--- src/hdl/tpa_pkg.sv ---
// ---------------------------------------------------------------------------
// tpa_pkg
// Shared widths, codes and types for triangle primitive assembly.
// ---------------------------------------------------------------------------
package tpa_pkg;

    localparam int INDEX_W         = 32;
    localparam int ADDR_W          = 32;
    localparam int COUNT_W         = 24;
    localparam int STRIDE_W        = 16;
    localparam int CFG_DATA_W      = 32;
    localparam int CFG_INDEX_W     = 3;
    localparam int OP_W            = 3;
    localparam int QUEUE_DEPTH_DEF = 2;

    // register indexes
    localparam logic [CFG_INDEX_W-1:0] REG_PRIM_MODE    = 3'd0;
    localparam logic [CFG_INDEX_W-1:0] REG_INDEXED      = 3'd1;
    localparam logic [CFG_INDEX_W-1:0] REG_INDEX_TYPE   = 3'd2;
    localparam logic [CFG_INDEX_W-1:0] REG_VERTEX_COUNT = 3'd3;
    localparam logic [CFG_INDEX_W-1:0] REG_ATTR_BASE    = 3'd4;
    localparam logic [CFG_INDEX_W-1:0] REG_ATTR_STRIDE  = 3'd5;

    // primitive modes
    localparam logic [1:0] MODE_LIST  = 2'd0;
    localparam logic [1:0] MODE_FAN   = 2'd1;
    localparam logic [1:0] MODE_STRIP = 2'd2;
    localparam logic [1:0] MODE_LINES = 2'd3;

    // index element widths
    localparam logic [1:0] IDX_BYTE  = 2'd0;
    localparam logic [1:0] IDX_SHORT = 2'd1;

    // operations handed from front to back
    localparam logic [OP_W-1:0] OP_NONE       = 3'd0;
    localparam logic [OP_W-1:0] OP_LOAD_A     = 3'd1;
    localparam logic [OP_W-1:0] OP_LOAD_B     = 3'd2;
    localparam logic [OP_W-1:0] OP_EMIT_LIST  = 3'd3;
    localparam logic [OP_W-1:0] OP_EMIT_FAN   = 3'd4;
    localparam logic [OP_W-1:0] OP_EMIT_STRIP = 3'd5;

    typedef struct packed {
        logic [1:0]          prim_mode;
        logic                indexed;
        logic [1:0]          index_type;
        logic [COUNT_W-1:0]  vertex_count;
        logic [ADDR_W-1:0]   attr_base;
        logic [STRIDE_W-1:0] attr_stride;
    } cfg_t;

    typedef struct packed {
        logic [OP_W-1:0]    op;
        logic [INDEX_W-1:0] index;
        logic [ADDR_W-1:0]  addr;
        logic               last_tri;
    } entry_t;

endpackage

--- src/hdl/tpa_front.sv ---
// ---------------------------------------------------------------------------
// tpa_front
// Accepts vertex slots, tracks the draw position and classifies each slot.
// ---------------------------------------------------------------------------
module tpa_front (
    input  logic                         aclk,
    input  logic                         aresetn,
    input  tpa_pkg::cfg_t                cfg,
    input  logic                         s_valid,
    output logic                         s_ready,
    input  logic [tpa_pkg::INDEX_W-1:0]  s_vertex_index,
    input  logic                         q_full,
    output logic                         q_push,
    output tpa_pkg::entry_t              q_push_entry
);
    import tpa_pkg::*;

    logic [COUNT_W-1:0]          pos_reg, pos_next;
    logic [1:0]                  phase_reg, phase_next;
    logic                        accept;
    logic                        active;
    logic                        rewind;
    logic [INDEX_W-1:0]          vtx;
    logic [OP_W-1:0]             op;
    logic                        last_tri;
    logic [INDEX_W+STRIDE_W-1:0] product;

    assign s_ready = !q_full;
    assign accept  = s_valid && s_ready;

    always_comb begin
        if (cfg.indexed) begin
            case (cfg.index_type)
                IDX_BYTE:  vtx = {24'd0, s_vertex_index[7:0]};
                IDX_SHORT: vtx = {16'd0, s_vertex_index[15:0]};
                default:   vtx = s_vertex_index;
            endcase
        end else begin
            vtx = INDEX_W'(pos_reg);
        end
    end

    assign product = vtx * cfg.attr_stride;

    assign active = (cfg.prim_mode != MODE_LINES) && (cfg.vertex_count >= COUNT_W'(3));
    assign rewind = ({1'b0, pos_reg} + (COUNT_W+1)'(1)) >= {1'b0, cfg.vertex_count};

    always_comb begin
        op       = OP_NONE;
        last_tri = 1'b0;
        if (active) begin
            if (cfg.prim_mode == MODE_LIST) begin
                last_tri = ({1'b0, pos_reg} + (COUNT_W+1)'(4)) > {1'b0, cfg.vertex_count};
                case (phase_reg)
                    2'd0:    op = OP_LOAD_A;
                    2'd1:    op = OP_LOAD_B;
                    default: op = OP_EMIT_LIST;
                endcase
            end else begin
                last_tri = rewind;
                if (pos_reg == '0) begin
                    op = OP_LOAD_A;
                end else if (pos_reg == COUNT_W'(1)) begin
                    op = OP_LOAD_B;
                end else if (cfg.prim_mode == MODE_STRIP) begin
                    op = OP_EMIT_STRIP;
                end else begin
                    op = OP_EMIT_FAN;
                end
            end
        end
    end

    // phase tracks position modulo three
    always_comb begin
        pos_next   = pos_reg;
        phase_next = phase_reg;
        if (accept) begin
            if (rewind) begin
                pos_next   = '0;
                phase_next = 2'd0;
            end else begin
                pos_next   = pos_reg + COUNT_W'(1);
                phase_next = (phase_reg == 2'd2) ? 2'd0 : phase_reg + 2'd1;
            end
        end
    end

    always_ff @(posedge aclk) begin
        if (!aresetn) begin
            pos_reg   <= '0;
            phase_reg <= 2'd0;
        end else begin
            pos_reg   <= pos_next;
            phase_reg <= phase_next;
        end
    end

    assign q_push       = accept && (op != OP_NONE);
    assign q_push_entry = '{op:       op,
                            index:    vtx,
                            addr:     cfg.attr_base + product[ADDR_W-1:0],
                            last_tri: last_tri};

`ifndef NO_ASSERTIONS
    a_phase_range: assert property (@(posedge aclk) disable iff (!aresetn)
        phase_reg != 2'd3)
        else $error("phase out of range");
    a_phase_at_start: assert property (@(posedge aclk) disable iff (!aresetn)
        pos_reg == '0 |-> phase_reg == 2'd0)
        else $error("phase not zero at draw start");
`endif

endmodule

--- src/hdl/tpa_queue.sv ---
// ---------------------------------------------------------------------------
// tpa_queue
// Short request queue between the front and back parts.
// ---------------------------------------------------------------------------
module tpa_queue #(
    parameter int DEPTH = tpa_pkg::QUEUE_DEPTH_DEF
) (
    input  logic            aclk,
    input  logic            aresetn,
    input  logic            push,
    input  tpa_pkg::entry_t push_entry,
    output logic            full,
    input  logic            pop,
    output logic            pop_valid,
    output tpa_pkg::entry_t pop_entry
);
    import tpa_pkg::*;

    localparam int PTR_W = (DEPTH > 1) ? $clog2(DEPTH) : 1;
    localparam int CNT_W = $clog2(DEPTH + 1);

    entry_t            mem [DEPTH];
    logic [PTR_W-1:0]  wr_ptr_reg, wr_ptr_next;
    logic [PTR_W-1:0]  rd_ptr_reg, rd_ptr_next;
    logic [CNT_W-1:0]  cnt_reg, cnt_next;
    logic              do_pop;

    assign full      = (cnt_reg == CNT_W'(DEPTH));
    assign pop_valid = (cnt_reg != '0);
    assign pop_entry = mem[rd_ptr_reg];
    assign do_pop    = pop && pop_valid;

    always_comb begin
        wr_ptr_next = wr_ptr_reg;
        rd_ptr_next = rd_ptr_reg;
        cnt_next    = cnt_reg;
        if (push) begin
            wr_ptr_next = (wr_ptr_reg == PTR_W'(DEPTH - 1)) ? '0 : wr_ptr_reg + PTR_W'(1);
        end
        if (do_pop) begin
            rd_ptr_next = (rd_ptr_reg == PTR_W'(DEPTH - 1)) ? '0 : rd_ptr_reg + PTR_W'(1);
        end
        if (push && !do_pop) begin
            cnt_next = cnt_reg + CNT_W'(1);
        end else if (!push && do_pop) begin
            cnt_next = cnt_reg - CNT_W'(1);
        end
    end

    always_ff @(posedge aclk) begin
        if (push) begin
            mem[wr_ptr_reg] <= push_entry;
        end
    end

    always_ff @(posedge aclk) begin
        if (!aresetn) begin
            wr_ptr_reg <= '0;
            rd_ptr_reg <= '0;
            cnt_reg    <= '0;
        end else begin
            wr_ptr_reg <= wr_ptr_next;
            rd_ptr_reg <= rd_ptr_next;
            cnt_reg    <= cnt_next;
        end
    end

`ifndef NO_ASSERTIONS
    a_no_overflow: assert property (@(posedge aclk) disable iff (!aresetn)
        push |-> !full)
        else $error("push into full queue");
    a_count_bound: assert property (@(posedge aclk) disable iff (!aresetn)
        cnt_reg <= CNT_W'(DEPTH))
        else $error("queue count beyond depth");
`endif

endmodule

--- src/hdl/tpa_back.sv ---
// ---------------------------------------------------------------------------
// tpa_back
// Holds the two kept corners and forms triangles into the output register.
// ---------------------------------------------------------------------------
module tpa_back (
    input  logic                         aclk,
    input  logic                         aresetn,
    input  logic                         q_valid,
    input  tpa_pkg::entry_t              q_entry,
    output logic                         q_pop,
    output logic                         m_valid,
    input  logic                         m_ready,
    output logic [tpa_pkg::INDEX_W-1:0]  m_corner0_index,
    output logic [tpa_pkg::INDEX_W-1:0]  m_corner1_index,
    output logic [tpa_pkg::INDEX_W-1:0]  m_corner2_index,
    output logic [tpa_pkg::ADDR_W-1:0]   m_corner0_addr,
    output logic [tpa_pkg::ADDR_W-1:0]   m_corner1_addr,
    output logic [tpa_pkg::ADDR_W-1:0]   m_corner2_addr,
    output logic                         m_final_triangle
);
    import tpa_pkg::*;

    logic [INDEX_W-1:0] idx_a_reg, idx_b_reg;
    logic [ADDR_W-1:0]  addr_a_reg, addr_b_reg;
    logic               m_valid_reg;
    logic [INDEX_W-1:0] out_idx0_reg, out_idx1_reg, out_idx2_reg;
    logic [ADDR_W-1:0]  out_addr0_reg, out_addr1_reg, out_addr2_reg;
    logic               out_last_reg;
    logic               out_free;
    logic               is_emit;

    assign out_free = !m_valid_reg || m_ready;
    assign q_pop    = q_valid && out_free;
    assign is_emit  = (q_entry.op == OP_EMIT_LIST) || (q_entry.op == OP_EMIT_FAN) ||
                      (q_entry.op == OP_EMIT_STRIP);

    // held corners
    always_ff @(posedge aclk) begin
        if (!aresetn) begin
            idx_a_reg  <= '0;
            idx_b_reg  <= '0;
            addr_a_reg <= '0;
            addr_b_reg <= '0;
        end else if (q_pop) begin
            case (q_entry.op)
                OP_LOAD_A: begin
                    idx_a_reg  <= q_entry.index;
                    addr_a_reg <= q_entry.addr;
                end
                OP_LOAD_B, OP_EMIT_FAN: begin
                    idx_b_reg  <= q_entry.index;
                    addr_b_reg <= q_entry.addr;
                end
                OP_EMIT_STRIP: begin
                    idx_a_reg  <= idx_b_reg;
                    addr_a_reg <= addr_b_reg;
                    idx_b_reg  <= q_entry.index;
                    addr_b_reg <= q_entry.addr;
                end
                default: begin
                end
            endcase
        end
    end

    always_ff @(posedge aclk) begin
        if (q_pop && is_emit) begin
            out_idx0_reg  <= idx_a_reg;
            out_idx1_reg  <= idx_b_reg;
            out_idx2_reg  <= q_entry.index;
            out_addr0_reg <= addr_a_reg;
            out_addr1_reg <= addr_b_reg;
            out_addr2_reg <= q_entry.addr;
            out_last_reg  <= q_entry.last_tri;
        end
    end

    always_ff @(posedge aclk) begin
        if (!aresetn) begin
            m_valid_reg <= 1'b0;
        end else if (q_pop && is_emit) begin
            m_valid_reg <= 1'b1;
        end else if (m_ready) begin
            m_valid_reg <= 1'b0;
        end
    end

    assign m_valid          = m_valid_reg;
    assign m_corner0_index  = out_idx0_reg;
    assign m_corner1_index  = out_idx1_reg;
    assign m_corner2_index  = out_idx2_reg;
    assign m_corner0_addr   = out_addr0_reg;
    assign m_corner1_addr   = out_addr1_reg;
    assign m_corner2_addr   = out_addr2_reg;
    assign m_final_triangle = out_last_reg;

`ifndef NO_ASSERTIONS
    a_emit_shows: assert property (@(posedge aclk) disable iff (!aresetn)
        q_pop && is_emit |=> m_valid_reg)
        else $error("triangle lost in output register");
    a_pop_only_free: assert property (@(posedge aclk) disable iff (!aresetn)
        q_pop |-> (!m_valid_reg || m_ready))
        else $error("pop while output register blocked");
`endif

endmodule

--- src/hdl/triangle_primitive_assembly_top.sv ---
// ---------------------------------------------------------------------------
// triangle_primitive_assembly_top
// Triangle assembly for list, fan and strip draws from a vertex slot stream.
// ---------------------------------------------------------------------------
// One vertex slot is taken per request, one per clock cycle while not stalled,
// on s_valid/s_ready; each slot yields zero or one triangle on m_valid/m_ready.
// The front part picks the vertex index (masked index element or the running
// position), computes its attribute address base + index * stride mod 2^32
// with one 32x16 multiply, decides whether the slot loads a kept corner or
// closes a triangle, and pushes that into a short queue. The back part keeps
// the two held corners and loads finished triangles into an output register.
// A closing slot is queued and, once popped, its triangle is registered in the
// output register that drives m_valid. The rate is one slot per cycle while
// the output keeps moving, set by the single output register, which takes a
// new request in the cycle the old one leaves, so the queue stays below full.
// Slots that only advance the position (line mode, draws under three vertices)
// are dropped in the front and never queue. The user writes configuration
// over cfg_wr_en/cfg_index/cfg_data only while idle (not enforced here); it
// takes effect at once and never clears the draw position or held corners.
// ---------------------------------------------------------------------------
module triangle_primitive_assembly_top #(
    parameter int QUEUE_DEPTH = tpa_pkg::QUEUE_DEPTH_DEF
) (
    input  logic                            aclk,
    input  logic                            aresetn,
    // configuration write port
    input  logic                            cfg_wr_en,
    input  logic [tpa_pkg::CFG_INDEX_W-1:0] cfg_index,
    input  logic [tpa_pkg::CFG_DATA_W-1:0]  cfg_data,
    // vertex slot requests
    input  logic                            s_valid,
    output logic                            s_ready,
    input  logic [tpa_pkg::INDEX_W-1:0]     s_vertex_index,
    // triangle requests
    output logic                            m_valid,
    input  logic                            m_ready,
    output logic [tpa_pkg::INDEX_W-1:0]     m_corner0_index,
    output logic [tpa_pkg::INDEX_W-1:0]     m_corner1_index,
    output logic [tpa_pkg::INDEX_W-1:0]     m_corner2_index,
    output logic [tpa_pkg::ADDR_W-1:0]      m_corner0_addr,
    output logic [tpa_pkg::ADDR_W-1:0]      m_corner1_addr,
    output logic [tpa_pkg::ADDR_W-1:0]      m_corner2_addr,
    output logic                            m_final_triangle
);
    import tpa_pkg::*;

    cfg_t   cfg_reg;
    logic   q_full;
    logic   q_push;
    entry_t q_push_entry;
    logic   q_pop;
    logic   q_valid;
    entry_t q_entry;

    // configuration registers, unknown indexes are ignored
    always_ff @(posedge aclk) begin
        if (!aresetn) begin
            cfg_reg <= '0;
        end else if (cfg_wr_en) begin
            case (cfg_index)
                REG_PRIM_MODE:    cfg_reg.prim_mode    <= cfg_data[1:0];
                REG_INDEXED:      cfg_reg.indexed      <= cfg_data[0];
                REG_INDEX_TYPE:   cfg_reg.index_type   <= cfg_data[1:0];
                REG_VERTEX_COUNT: cfg_reg.vertex_count <= cfg_data[COUNT_W-1:0];
                REG_ATTR_BASE:    cfg_reg.attr_base    <= cfg_data[ADDR_W-1:0];
                REG_ATTR_STRIDE:  cfg_reg.attr_stride  <= cfg_data[STRIDE_W-1:0];
                default: begin
                end
            endcase
        end
    end

    // position tracking and classification
    tpa_front u_front (
        .aclk           (aclk),
        .aresetn        (aresetn),
        .cfg            (cfg_reg),
        .s_valid        (s_valid),
        .s_ready        (s_ready),
        .s_vertex_index (s_vertex_index),
        .q_full         (q_full),
        .q_push         (q_push),
        .q_push_entry   (q_push_entry)
    );

    // decoupling queue
    tpa_queue #(
        .DEPTH (QUEUE_DEPTH)
    ) u_queue (
        .aclk       (aclk),
        .aresetn    (aresetn),
        .push       (q_push),
        .push_entry (q_push_entry),
        .full       (q_full),
        .pop        (q_pop),
        .pop_valid  (q_valid),
        .pop_entry  (q_entry)
    );

    // held corners and output register
    tpa_back u_back (
        .aclk             (aclk),
        .aresetn          (aresetn),
        .q_valid          (q_valid),
        .q_entry          (q_entry),
        .q_pop            (q_pop),
        .m_valid          (m_valid),
        .m_ready          (m_ready),
        .m_corner0_index  (m_corner0_index),
        .m_corner1_index  (m_corner1_index),
        .m_corner2_index  (m_corner2_index),
        .m_corner0_addr   (m_corner0_addr),
        .m_corner1_addr   (m_corner1_addr),
        .m_corner2_addr   (m_corner2_addr),
        .m_final_triangle (m_final_triangle)
    );

endmodule
--- config.mk ---
export PLATFORM = sky130hd
export DESIGN_NAME = triangle_primitive_assembly_top
export DESIGN_NICKNAME = d
export VERILOG_FILES = /design/src/hdl/tpa_pkg.sv /design/src/hdl/tpa_front.sv /design/src/hdl/tpa_queue.sv /design/src/hdl/tpa_back.sv /design/src/hdl/triangle_primitive_assembly_top.sv
export SDC_FILE = /design/constraint.sdc
export NUM_CORES = 2
export LEC_CHECK = 0
export BUFFER_PORTS_ARGS = -buffer_cell sky130_fd_sc_hd__buf_2
export CELL_PAD_IN_SITES_DETAIL_PLACEMENT = 0
export CELL_PAD_IN_SITES_GLOBAL_PLACEMENT = 1
export CORE_MARGIN = 2
export CORE_UTILIZATION = 25
export CTS_BUF_LIST = sky130_fd_sc_hd__clkbuf_8
export DETAILED_ROUTE_END_ITERATION = 10
export GPL_TIMING_DRIVEN = 0
export HOLD_SLACK_MARGIN = 0.06
export PLACE_DENSITY_LB_ADDON = 0.2
export SLEW_MARGIN = 20
export SYNTH_ARGS = -nofsm -noshare
export SYNTH_HDL_FRONTEND = slang
export SYNTH_SLANG_ARGS = --single-unit
export TNS_END_PERCENT = 1
--- constraint.sdc ---
create_clock -name aclk -period 28.4 [get_ports aclk]
set_clock_uncertainty 0.15 [all_clocks]
set_input_delay 2.84 -clock aclk [delete_from_list [all_inputs] [get_ports aclk]]
set_output_delay 2.84 -clock aclk [all_outputs]
set_load 0.01 [all_outputs]
# == After elaboration in Yosys (flattened, before gate mapping) ==
# Memory sizes are Yosys's and may differ from the RTL's. A register that Yosys moved wholly into a read port is not among the register bits.
# Cells that the tools add are included.
# word_totals
reg_bits,429
latchBits,0
ramBits,136
rom_bits,0
inputBits,72
out_inout_bits,195
elab_cells,113
memories,1
# mem_list
memory,depth,word_bits,read_ports,rd_clocked_by_memory_dff,write_ports,line_no,rtl
u_queue.mem,2,68,1,1,1,tpa_queue.sv:22,entry_t mem [DEPTH];
# op_classes
addsub,9
multipliers,1
n_div,0
n_lt_le_gt_ge,3
n_eq_ne,17
shift,0
muxes,25
n_bitwise,0
reduce_logical,34
# ops
op,n
one-hot mux 32 bit (2 select lines),3
adder 32 bit,1
multiplier 32 x 16 -> 32 bit,1
2-to-1 mux 32 bit,1
"adder 24 x 1 -> 25 bit, second input constant",1
"adder 24 x 3 -> 25 bit, second input constant",1
greater-or-equal comparator 25 x 24 -> 1 bit,1
greater-than comparator 25 x 24 -> 1 bit,1
"adder 24 x 1 -> 24 bit, second input constant",1
"== test 24 x 1 -> 1 bit, second input constant",1
"greater-or-equal comparator 24 x 2 -> 1 bit, second input constant",1
logical NOT 24 bit,1
2-to-1 mux 24 bit,1
AND reduction 2 bit,8
"== test 3 x 2 -> 1 bit, second input constant",4
"== test 3 bit, second input constant",4
2-to-1 mux 3 bit,4
2-to-1 mux 1 bit,11
logical AND 1 bit,8
2-to-1 mux 2 bit,4
nonzero test 2 bit,4
"== test 2 bit, second input constant",3
"== test 3 x 1 -> 1 bit, second input constant",2
logical NOT 2 bit,3
other kinds (11),19

# == Depth between registers and ports, before layout ==
# depth
depth_word,12
mapped_depth,28
mapped_depth_nobuf,24

# == Modules after synthesis ==
# From an unflattened synthesis, not the netlist that was laid out.
# hier_totals
cells_unflattened,3176
hier_area_um2,34903.5
# modules_own_cells
module,n_inst,cells_per_inst,area_each_um2,seq_area_each_um2
tpa_front,1,1948,15912.8,520.5
tpa_back,1,704,10830.4,8378.0
tpa_queue,1,234,5203.7,4184.0
triangle_primitive_assembly_top,1,290,2956.6,1541.5

# == Worst setup path after synthesis ==
# No wires, ideal clock.
# synth_timing
kind,input to register
start,in m_ready
end,"reg u_back.out_addr0_reg[0], in the netlist u_back.m_corner0_addr[0], enable pin"
setup_time_ps,811
arrival_ps,12433
required_time_ps,27439
setup_slack_ps,15006
path_stages,3
n_path_buf,0
path_cell_list,nor2b_1 > o21bai_1 > a21oi_1
# synth_between
elab_chain_cells,3
# synth_rtl
element,line_no,rtl
"start, declared",triangle_primitive_assembly_top.sv:36,"input logic m_ready,"
logical OR 1 bit,tpa_back.sv:32,assign out_free = !m_valid_reg || m_ready;
logical AND 1 bit,tpa_back.sv:33,assign q_pop = q_valid && out_free;
logical AND 1 bit,tpa_back.sv:67,if (q_pop && is_emit) begin
"end signal, assigned",tpa_back.sv:71,out_addr0_reg <= addr_a_reg;
"end, declared",tpa_back.sv:27,"logic [ADDR_W-1:0] out_addr0_reg, out_addr1_reg, out_addr2_reg;"
# Every way passes these cells.
# A chain may end at the register's enable or synchronous reset.

==> out/metrics.yaml <==
critical_path:
  required_ps: 28790
  r2r_cells: 27
  critPathMostFrequentCell: "fa_1"
  crit_fanout: 11
  critPathBufInv: 6
  crit_cells: 22
  cp_slowest_cell: "o22ai_1"
  crit_path_cell_trace: "buf_2, nand2_1, o22ai_1, clkbuf_1, nand2_1, fa_1, fa_1, fa_1, inv_1, fa_1, fa_1, inv_1, fa_1, inv_1, ha_1, clkbuf_1, o211ai_1, a311oi_1, o41ai_2, a21oi_2, nor2_1, o311ai_1"
  path_delay_family: "adder cells"
  crit_path_end_kind: "flop"
  worstPathArrival_ps: 10020
  cp-start-kind: "input port"
  crit_type: "in -> reg"
  slowest_delay_ps: 820
synthesis:
  synth_nets: 3929
  yosys.area.top_type: "edfxtp_1"
  synth-seq-cells: 566
  synth.distinct_cells: 74
  ys.flop_type: "edfxtp_1"
  yosysWarnings: 0
  yosys-top-cells-area: "edfxtp_1, fa_1, dfxtp_1"
  async_reset_ff_share_pct: 0
  avgSynthCellArea_um2: 10.2
  syn_area_mm2: 0.0348
  synth_top_area_share_pct: 28.4
  seq_area_frac_synth_pct: 42.0
  synth_cells: 3401
  synth_edf_count: 329
floorplan:
  dieHeight_um: 377
  die_w_um: 377
  rows: 136
  ios: 267
  core-area_mm2: 0.138
  initial_core_util_pct: 25.2
  die_area_mm2: 0.142
route:
  wl_per_cell_um: 20.9
  postRouteAntennaNets: 0
  via_per_inst: 4.36
  first_pass_iters: 5
  via_count: 24800
  drt_iter0_markers: 1294
  routed_wl_um: 119000
  route.detailed.drc: 0
sta:
  maxSlewHeadroom_pct: 23.1
  finalSetupViolCount: 0
  timing.final.crit_period_ps: 9630
  rsz0062_at_grt: "false"
  hold_viol: 0
  fin_setup_tns_ps: 0
  fmax_ghz: 0.104
  worst_pin_slew_ps: 1150
  drv_slew: 0
  finalCritPeriodShare_pct: 33.9
clocking:
  clk_pin_slew_worst_paths_ps: 60
  cts_num_sinks: 566
  cts-resized-gates: 0
  cts_max_level: 3
  clockBufferDepth: 3
  numCtsBuffers: 102
  clock_latency_ps: 810
  cts_tree: "yes"
  cts-hold-fix-buffers: 0
  post_cts_buffers: 0
  cts-root-buf: "clkbuf_8"
cells_and_area:
  area_growth_pct: 17.5
  layout.nets: 4317
  finalNonFillerCells: 5680
  drive_gt1_share_pct: 13.0
  largest_reg_flops: 136
  fillers: 14700
pwr:
  p_per_area_mw_per_mm2: 58.8
  ir_worst_vdd_mv: 0.0330
  leakagePower_nw: 17.0
  power.total_mw: 2.40
global_route:
  grt_first_pass_wirelength_um: 175000
  antenna_found_initial: 13
  grt_usage_pct: 16.9
  grt_max_degree: 49
  grt_pass1_vias: 25900
  gr-total-overflow: 0
hold_path:
  min_path_cells: 0
  hold_class: "reg -> reg"
outcome:
  outcome: "finished clean"
placement:
  place_congestion: 0.869
  dp_hpwl_um: 95200
  dpl.cell_count: 5479
  io_buffers: 265
flow_run:
  max_cap_violations: 0
worst register-to-register path, cell delays in order, from the launching register on:
cell and delay [ps]:
dfxtp_1 320, buf_4 190, buf_2 260, buf_1 550, nand2_1 150, o21ai_1 640, clkbuf_1 690, nand2_1 170
fa_1 530, inv_1 40, ha_1 220, fa_1 560, inv_1 60, fa_1 480, inv_1 50, fa_1 520
inv_1 50, fa_1 520, inv_1 40, ha_1 380, nand4_1 120, a211oi_1 420, o311ai_2 240, a21oi_1 380
a21o_1 270, a31oi_1 160, o21ai_1 190, xnor2_1 130
logic make-up (layout without fill, tap and decap cells):
kind of cell,after synthesis,count (layout),synth area share (%)
fa+ha+maj,456,456,23.6
xor+xnor,101,101,2.54
compound gates,455,455,8.45
buf+inv,729,1207,8.06
mux,73,73,2.12
flops,566,566,42.0
other cells,0,7,0
simple gates,1021,1021,13.2
Yosys cell counts, drive strengths merged (35+ instances only):
library cell / number
a211oi: 137
a21oi: 195
and2: 143
buf: 53
clkbuf: 147
dfxtp: 237
edfxtp: 329
fa: 334
ha: 122
inv: 528
mux2i: 67
nand2: 480
nand3: 35
nand4: 44
nor2: 235
xnor2: 77
power breakdown:
group	leakage (nW)	total, mW	switching, mW	internal [mW]
clock	1.21	0.775	0.363	0.412
sequential	5.01	1.11	0.0674	1.05
combinational	10.8	0.516	0.346	0.169
per-stage QoR:
step | setup WS [ps] | instance area, um2 | utilization, % | hold slack (ps)
after global placement | 9120 | 38400 | 27.8 | 265
after floorplan | 15010 | 34800 | - | 259
final | 18770 | 40900 | 29.7 | 282
after CTS | 18660 | 40900 | 29.6 | 281
after global routing | 18360 | 40900 | 29.6 | 286
after detailed placement | 17750 | 38800 | 28.2 | 266
area by class of cell:
class,instances,area [um2],area share [%]
Multi-Input combinational cell,2106,17400,42.7
Tap cell,1794,2240,5.49
Antenna cell,7,17.5,0.0429
Clock inverter,85,553,1.35
Inverter,529,1990,4.86
Buffer,200,825,2.02
Clock buffer,109,1500,3.67
Sequential cell,566,14600,35.8
Timing Repair Buffer,284,1690,4.13
cells in the final DEF, fill, tap and decap left out, types with 8 or more instances in the layout:
master	count
inv_1	569
nand2_1	479
fa_1	334
edfxtp_1	329
buf_2	298
dfxtp_1	237
nor2_1	234
a21oi_1	191
clkbuf_1	142
and2_1	141
a211oi_1	136
ha_1	122
clkbuf_8	109
xnor2_1	77
mux2i_1	67
nand4_1	43
nand3_1	35
o21ai_0	26
xor2_1	24
a21o_1	19
clkinv_2	17
nor3_1	16
buf_1	15
clkinv_1	15
nor4_1	13
and3_1	13
nand2b_1	12
buf_4	11
buf_16	11
a22o_1	8
o211ai_1	8
per-layer routing:
layer	wire length, um	share of wire, %	GRT usage [%]
met5	56	0.047	0
met1	54400	46	22.5
met4	3520	3.0	5.52
met3	5690	4.8	3.12
met2	55300	47	27.5
worst paths after layout:
check	startpoint	to	slack, ps
setup reg to reg	cfg_reg[74]$_SDFFE_PN0P_	u_queue.mem[1][32]$_DFFE_PP_	19640
setup / recovery	s_vertex_index[15]	u_queue.mem[1][31]$_DFFE_PP_	18770
hold reg to reg	u_back.idx_a_reg[23]$_SDFFE_PN0P_	u_back.m_corner0_index[23]$_DFFE_PP_	280
hold / removal	u_back.idx_a_reg[23]$_SDFFE_PN0P_	u_back.m_corner0_index[23]$_DFFE_PP_	280
Note: power is estimated with default switching activity, not from simulation.
